==> src/design/ffpa_div.sv <==
// Divide by the fixed granule size with a reciprocal multiply, low half of the product first, then the high half.
module ffpa_div #(
  parameter int ALIGN_BYTES = 8,
  localparam int RW = $clog2(ALIGN_BYTES) + 1
) (
  input  logic          clk,
  input  logic          rst_n,
  input  logic          start,
  input  logic [32:0]   dividend,
  output logic          done,
  output logic [32:0]   quot,
  output logic [RW-1:0] rem
);
  localparam int          LG       = $clog2(ALIGN_BYTES);
  localparam int          SH       = 33 + LG;
  localparam int          PW       = SH + 33;
  localparam logic [33:0] RECIP    = 34'(((64'd1 << SH) + 64'(ALIGN_BYTES) - 64'd1) /
                                         64'(ALIGN_BYTES));
  localparam logic [16:0] RECIP_LO = RECIP[16:0];
  localparam logic [16:0] RECIP_HI = RECIP[33:17];

  logic [32:0]   num_r;
  logic [49:0]   plo_r;
  logic [32:0]   quot_r;
  logic [1:0]    stage_r;
  logic          done_r;
  logic [49:0]   prod_hi;
  logic [PW-1:0] prod;
  logic [32:0]   back;

  assign prod_hi = {17'd0, num_r} * {33'd0, RECIP_HI};
  assign prod    = PW'(plo_r) + (PW'(prod_hi) << 17);
  assign back    = quot_r * 33'(ALIGN_BYTES);

  always_ff @(posedge clk) begin
    if (!rst_n) begin
      stage_r <= '0;
      done_r  <= 1'b0;
    end else begin
      stage_r <= {stage_r[0], start};
      done_r  <= stage_r[1];
      if (start) begin
        num_r <= dividend;
      end
      // low half of the product first, high half and the shift next
      if (stage_r[0]) begin
        plo_r <= {17'd0, num_r} * {33'd0, RECIP_LO};
      end
      if (stage_r[1]) begin
        quot_r <= prod[PW-1:SH];
      end
    end
  end

  assign done = done_r;
  assign quot = quot_r;
  assign rem  = RW'(num_r - back);
endmodule
==> config.mk <==
export PLATFORM = sky130hd
export DESIGN_NAME = ffpa_div
export DESIGN_NICKNAME = d
export VERILOG_FILES = /design/src/design/ffpa_div.sv
export SDC_FILE = /design/constraint.sdc
export NUM_CORES = 1
export LEC_CHECK = 0
export ABC_CLOCK_PERIOD_IN_PS = 4900
export BUFFER_PORTS_ARGS = -buffer_cell sky130_fd_sc_hd__buf_2
export CORE_MARGIN = 1.5
export CORE_UTILIZATION = 25
export CTS_CLUSTER_SIZE = 24
export DETAILED_ROUTE_END_ITERATION = 6
export GPL_TIMING_DRIVEN = 1
export PLACE_DENSITY = 0.48
export SYNTH_ARGS = -nofsm -noshare
export SYNTH_HDL_FRONTEND = slang
export SYNTH_SLANG_ARGS = --single-unit
==> constraint.sdc <==
create_clock -name clk -period 4.9 [get_ports clk]
set_clock_uncertainty 0.15 [all_clocks]
set_input_delay 0.98 -clock clk [delete_from_list [all_inputs] [get_ports clk]]
set_output_delay 0.98 -clock clk [all_outputs]
set_load 0.02 [all_outputs]
# == Word-level counts from Yosys, hierarchy flattened ==
# Index checks and enable logic that the tools add are counted.
# Widths: inputs -> output; s select.
# op_classes
add_sub_neg,1
n_reduce_logical,2
# op_table
op,n
$reduce_and 2->1,2
$sub 4x4->4,1
# word_totals
ff_bits,66
in_bits,36
out_inout_bits,38
wordCells,7

# == Depth between registers and ports, before layout ==
# Gate-level depths: netlist of run 1.
# depth
word_depth,1
ltp_mapped,1
ltp_nobuf,1

# == Least setup slack after synthesis of run 1 ==
# No wires, ideal clock.
# synth_timing
path_type,input port to flip-flop
startpoint,input port start
endpoint,register num_r[0] (enable)
setup_time_ns,0.393
arrival_ns,1.798
t_required_ns,4.357
slack_ns,2.559
stages,1
path_buffers,0
path_cell_list,and2_1
# synth_between
elab_chain_len,1
# synth_lines
item,line_no,source
"start, declared",8,"input logic start,"
$reduce_and 2->1 (no line),--,
"end signal, assigned",43,num_r <= dividend;
"end, declared",22,logic [32:0] num_r;
# No other way between the ends.
# A chain may end at the register's enable or synchronous reset.

# == Worst setup path after layout of run 1 ==
# layout_timing
startpoint,register quot_r[0] (netlist: quot[0])
endpoint,output port rem[3]
# layout_between
elab_chain_len,1
# layout_lines
item,line_no,source
"start, declared",24,logic [32:0] quot_r;
"start signal, assigned",50,quot_r <= prod[PW-1:SH];
$sub 4x4->4,57,assign rem = RW'(num_r - back);
"end, declared",12,output logic [RW-1:0] rem
# No other way between the ends.

==> flow_summary.json, run 1 <==
{
  "post_route_cells_drive_above_1_share_pct": 52.5,
  "holdPathStages": 0,
  "r2r-end": "quot[27]",
  "setup_repair_after_global_routing_missed_its_margin": "false",
  "post_cts_hold_buffer_count": 0,
  "maximum_fanout_count_along_the_critical_path": 2,
  "numClockSinks": 66,
  "detail_route.wl_per_cell_um": 12.6,
  "reg2reg_launch_point": "stage_r[1]",
  "synth_seq_area_share_pct": 95.6,
  "io_buffer_count": 70,
  "hold_class": "reg2reg",
  "clkSlewWorstSetupHoldPaths_ps": 60,
  "crit_required_ps": 3770,
  "finalSetupViolations": 0,
  "dpl_worst_slack_ps": 2560,
  "status": "finished, final reports clean",
  "grt_antenna_before_repair": 0,
  "detailedRoute.firstPassIterationCount": 4,
  "relSlewSlack_pct": 49.0,
  "setup.worst_path.start_class": "flop",
  "syn-mean-instance-area_um2": 25.8,
  "fin_ws_ps": 2720,
  "std_cell_rows": 32,
  "worst_r2r_path_depth": 2,
  "remaining_drc_errors": 0,
  "timing_worst_setup_path_type": "reg2out",
  "slew_violations": 0,
  "power.static_leakage_uw": 0.00102,
  "final-hold-violation-count": 0,
  "die_h_um": 93.4,
  "report.power.total_uw": 1120,
  "die_w_um": 93.4,
  "dr_total_vias": 928,
  "clk_path_buf_depth": 2,
  "synth-seq-cells": 66,
  "netlist_instances": 79,
  "cts.root.buffer_cell": "sky130_fd_sc_hd__clkbuf_8",
  "fmaxAchievable_ghz": 0.458,
  "finalNetCount": 193,
  "post-cts-setup-buffers": 0,
  "grt_usage_pct": 8.40,
  "grt_pass1_vias": 932,
  "initial_core_util_pct": 26.1,
  "dp_hpwl_um": 2330,
  "worst_slew_pin_slew_ps": 764,
  "fillers": 775,
  "number_of_clock_buffers_inserted_by_tritoncts": 9,
  "antennaDiodeCount": 0,
  "setup-tns-final_ps": 0,
  "worstPathArrival_ps": 1050,
  "vdd_drop_max_mv": 0.104,
  "clock_tree.htree_level_count": 3,
  "timing.hold.worst.start": "num_r[14]",
  "synth_warnings": 0,
  "core_area_mm2": 0.00781,
  "dieArea_mm2": 0.00871,
  "gpl.final_weighted_congestion": 0.704,
  "global_route.overflow_total": 0,
  "grt_pass1_wl_um": 5000,
  "final.period_utilization_pct": 44.5,
  "clock_insertion_delay_worst_skew_ps": 320,
  "timing.max_cap.violations": 0,
  "fin_util_pct": 34.3,
  "clock_tree_from_tritoncts": "done",
  "cts_resized": 0,
  "synthToLayoutAreaGrowth_pct": 31.3,
  "synth_cell_types": 6,
  "drt-initial-drc-count": 18,
  "rrSetupSlack_ps": 3620,
  "synth_area_mm2": 0.00204,
  "route.antenna.remaining_nets": 0,
  "cellPowerDensity_mw_per_mm2": 419,
  "viasPerCell": 3.52,
  "largest_net_degree_at_the_start_of_global_routing": 34,
  "layout_min_cycle_time_ps": 2180,
  "io_pins": 74,
  "drt-total-wl_um": 3340,
  "timing.hold.ws_ps": 268,
  "hold_end": "quot[11]",
  "critPathCaptureType": "output port"
}
## cells in the final DEF, fill, tap and decap left out
cell and instances:
sky130_fd_sc_hd__and2_1 4, sky130_fd_sc_hd__and2_2 1, sky130_fd_sc_hd__buf_2 70, sky130_fd_sc_hd__buf_4 1, sky130_fd_sc_hd__bufinv_16 1, sky130_fd_sc_hd__clkbuf_1 3, sky130_fd_sc_hd__clkbuf_8 10, sky130_fd_sc_hd__clkinv_2 2
sky130_fd_sc_hd__conb_1 3, sky130_fd_sc_hd__dfxtp_1 3, sky130_fd_sc_hd__edfxtp_1 63, sky130_fd_sc_hd__xor2_1 1
## stage by stage
step | instances | instance area [um2]
global route | 264 | 2680
finish | 264 | 2680
detailed placement | 248 | 2490
floorplan | 81 | 2050
CTS | 264 | 2680
global placement | 248 | 2490
## cells in the mapped netlist (all sizes together)
| library cell | number | area share [%] |
|---|---|---|
| edfxtp | 63 | 93 |
| xor2 | 1 | 0.43 |
| dfxtp | 3 | 2.9 |
| buf | 6 | 2.2 |
| and2 | 5 | 1.5 |
| conb | 1 | 0.18 |
## sequential cells by signal, indices dropped and copies added, names as in the netlist
name     count
stage_r      2
num_r       33
done         1
quot        30
## cell families after synthesis
| kind of cell | count (synthesis) | share of synthesized area, % |
|---|---|---|
| buf+inv | 6 | 2.21 |
| simple gates | 5 | 1.53 |
| xor+xnor | 1 | 0.429 |
| flops | 66 | 95.6 |
| other cells | 1 | 0.184 |
## worst max-delay path, stage by stage, from the launching register on
cell and delay (ps):
sky130_fd_sc_hd__edfxtp_1 390, sky130_fd_sc_hd__xor2_1 160, sky130_fd_sc_hd__buf_2 180
## area by class of cell
cell class	count	area [um2]	area share [%]
timing repair buffer	71	358	13.4
clock inverter	3	40.0	1.49
tap	102	128	4.76
multi-input combinational	9	52.6	1.96
clock buffer	13	149	5.56
sequential	66	1950	72.9
## metal layers
metal  up-vias  routed length [um]  GRT usage, %  part of all wire [%]
met5         -                   0             0                     0
met4         0                  48          5.30                   1.4
met3         5                 358          4.47                    11
met2        55                1520          12.0                    46
met1       419                1410          9.76                    42
li1        449                   -             -                     -
## where the power goes
part           internal [uW]  total (uW)  switching, uW  leakage, uW
logic                   15.5        41.4           26.0     0.000311
registers                647         653           6.00     0.000607
clock network            248         429            181    0.0000974
total                    910        1120            213      0.00102
## worst max-delay path by stage
stage | from | endpoint | slack (ps) | depth (start not counted)
floorplan | start | num_r[0] | 2560 | 1
global placement | rst_n | num_r[19] | 2650 | 2
detailed placement | rst_n | num_r[19] | 2560 | 2
CTS | quot[0] | rem[3] | 2690 | 2
global route | num_r[3] | rem[3] | 2630 | 2
finish | quot[0] | rem[3] | 2720 | 2
Power figures use the tool's default switching activity.
==> run 2: changes to the inputs <==
- ABC_CLOCK_PERIOD_IN_PS: 4900 -> 2100
- clock period: 4.9 -> 2.1 ns (I/O delays scaled with it)
==> flow_summary.json, run 2 (same netlist as run 1, synthesis figures left out) <==
{
  "fin_ws_ps": 481,
  "clock_tree.htree_level_count": 3,
  "dieArea_mm2": 0.00871,
  "dpl_worst_slack_ps": 714,
  "delay_of_the_slowest_cell_on_the_worst_path_ps": 400,
  "status": "finished, final reports clean",
  "critPathCaptureType": "output port",
  "vdd_drop_max_mv": 0.230,
  "numClockSinks": 66,
  "clkSlewWorstSetupHoldPaths_ps": 70,
  "number_of_clock_buffers_inserted_by_tritoncts": 9,
  "post-cts-setup-buffers": 0,
  "clock_insertion_delay_worst_skew_ps": 330,
  "remaining_drc_errors": 0,
  "layout_min_cycle_time_ps": 1620,
  "power.static_leakage_uw": 0.00102,
  "worst_r2r_path_depth": 2,
  "crit_required_ps": 1530,
  "largest_register_ff_count": 33,
  "finalNetCount": 194,
  "cts.root.buffer_cell": "sky130_fd_sc_hd__clkbuf_8",
  "detailedRoute.firstPassIterationCount": 4,
  "fin_util_pct": 34.7,
  "post_cts_hold_buffer_count": 0,
  "regMostFlops": "num_r",
  "clock_tree_from_tritoncts": "done",
  "io_buffer_count": 70,
  "hold_class": "in2reg",
  "route.antenna.remaining_nets": 0,
  "timing.max_cap.violations": 0,
  "grt_pass1_wl_um": 4740,
  "global_route.overflow_total": 0,
  "antennaDiodeCount": 0,
  "grt_antenna_before_repair": 0,
  "groute.layer.met1.usage_pct": 8.45,
  "setup.worst_path.start_class": "flop",
  "viasPerCell": 3.57,
  "timing_worst_setup_path_type": "reg2out",
  "use_met2_pct": 12.4,
  "fmaxAchievable_ghz": 0.618,
  "dp_hpwl_um": 2320,
  "slew_violations": 0,
  "grt_pass1_vias": 961,
  "use_met3_pct": 3.33,
  "cp_cell_sequence": "xor2_1 -> buf_2",
  "initial_core_util_pct": 26.1,
  "grt_usage_pct": 8.05,
  "maximum_fanout_count_along_the_critical_path": 2,
  "setup_repair_after_global_routing_missed_its_margin": "false",
  "holdPathStages": 1,
  "worstPathArrival_ps": 1050,
  "drt-total-wl_um": 3300,
  "synthToLayoutAreaGrowth_pct": 32.6,
  "finalSetupViolations": 0,
  "setup-tns-final_ps": 0,
  "layout_commonest_cell": "sky130_fd_sc_hd__buf_2",
  "core_area_mm2": 0.00781,
  "gpl.final_weighted_congestion": 0.714,
  "die_h_um": 93.4,
  "std_cell_rows": 32,
  "grt.busiest_layer": "met2",
  "drt-initial-drc-count": 18,
  "layout_common_cells": "70 x sky130_fd_sc_hd__buf_2, 63 x sky130_fd_sc_hd__edfxtp_1, 9 x sky130_fd_sc_hd__clkbuf_8",
  "clk_path_buf_depth": 2,
  "timing.critical_path.slowest_stage_cell": "sky130_fd_sc_hd__edfxtp_1",
  "report.power.total_uw": 2590,
  "detail_route.wl_per_cell_um": 12.5,
  "post_dp_cell_area_mm2": 0.00252,
  "final-hold-violation-count": 0,
  "cellPowerDensity_mw_per_mm2": 957,
  "dr_total_vias": 947,
  "final.period_utilization_pct": 77.1,
  "post_route_design_area_mm2": 0.00271,
  "largest_net_degree_at_the_start_of_global_routing": 34,
  "cts_resized": 0,
  "post_route_cells_drive_above_1_share_pct": 53.4,
  "io_pins": 74,
  "die_w_um": 93.4
}
run 2: changes by cell type in the layout (fill, tap and decap cells not counted):
cell                         delta
sky130_fd_sc_hd__buf_4          -1
sky130_fd_sc_hd__clkinvlp_4     +1
sky130_fd_sc_hd__clkbuf_1       -3
sky130_fd_sc_hd__clkbuf_8       -1
sky130_fd_sc_hd__clkinv_1       +2
sky130_fd_sc_hd__buf_12         +2
sky130_fd_sc_hd__clkinv_2       +1
run 2: where the power goes:
group	switching, uW	leakage [uW]	total, uW	internal (uW)
clock network	434	0.0000939	966	533
logic	61.2	0.000323	103	41.3
registers	14.2	0.000607	1520	1510
run 2: layer usage:
metal,vias up,wire length (um)
li1,454,-
met1,429,1310
met2,54,1540
met3,10,349
met4,0,104
met5,-,0
run 2: layout make-up:
cell class / instances / area, um2
clock buffers: 9 / 124
clock inverters: 7 / 60.1
fillers: 759 / 5100
multi-input cells: 9 / 52.6
flip-flops and latches: 66 / 1950
well taps: 102 / 128
repair buffers: 72 / 390
run 2: stage by stage:
stage	hold slack [ps]	cells
after floorplan	250	81
after global placement	251	249
after detailed placement	255	249
after CTS	90.6	265
after global routing	90.3	265
final	111	265
run 2: final timing paths:
| check | start | end | slack, ps |
|---|---|---|---|
| worst max-delay path | quot[0] | rem[3] | 480 |
| worst min-delay path | dividend[31] | num_r[31] | 110 |
| worst max register to register | stage_r[1] | quot[9] | 950 |
| worst min register to register | num_r[30] | quot[27] | 270 |
run 2: critical path: cells and delay by family, from the launching register on:
| family | cells | cell delay (ps) |
|---|---|---|
| flops | 1 | 400 |
| buf+inv | 1 | 170 |
| xor+xnor | 1 | 150 |
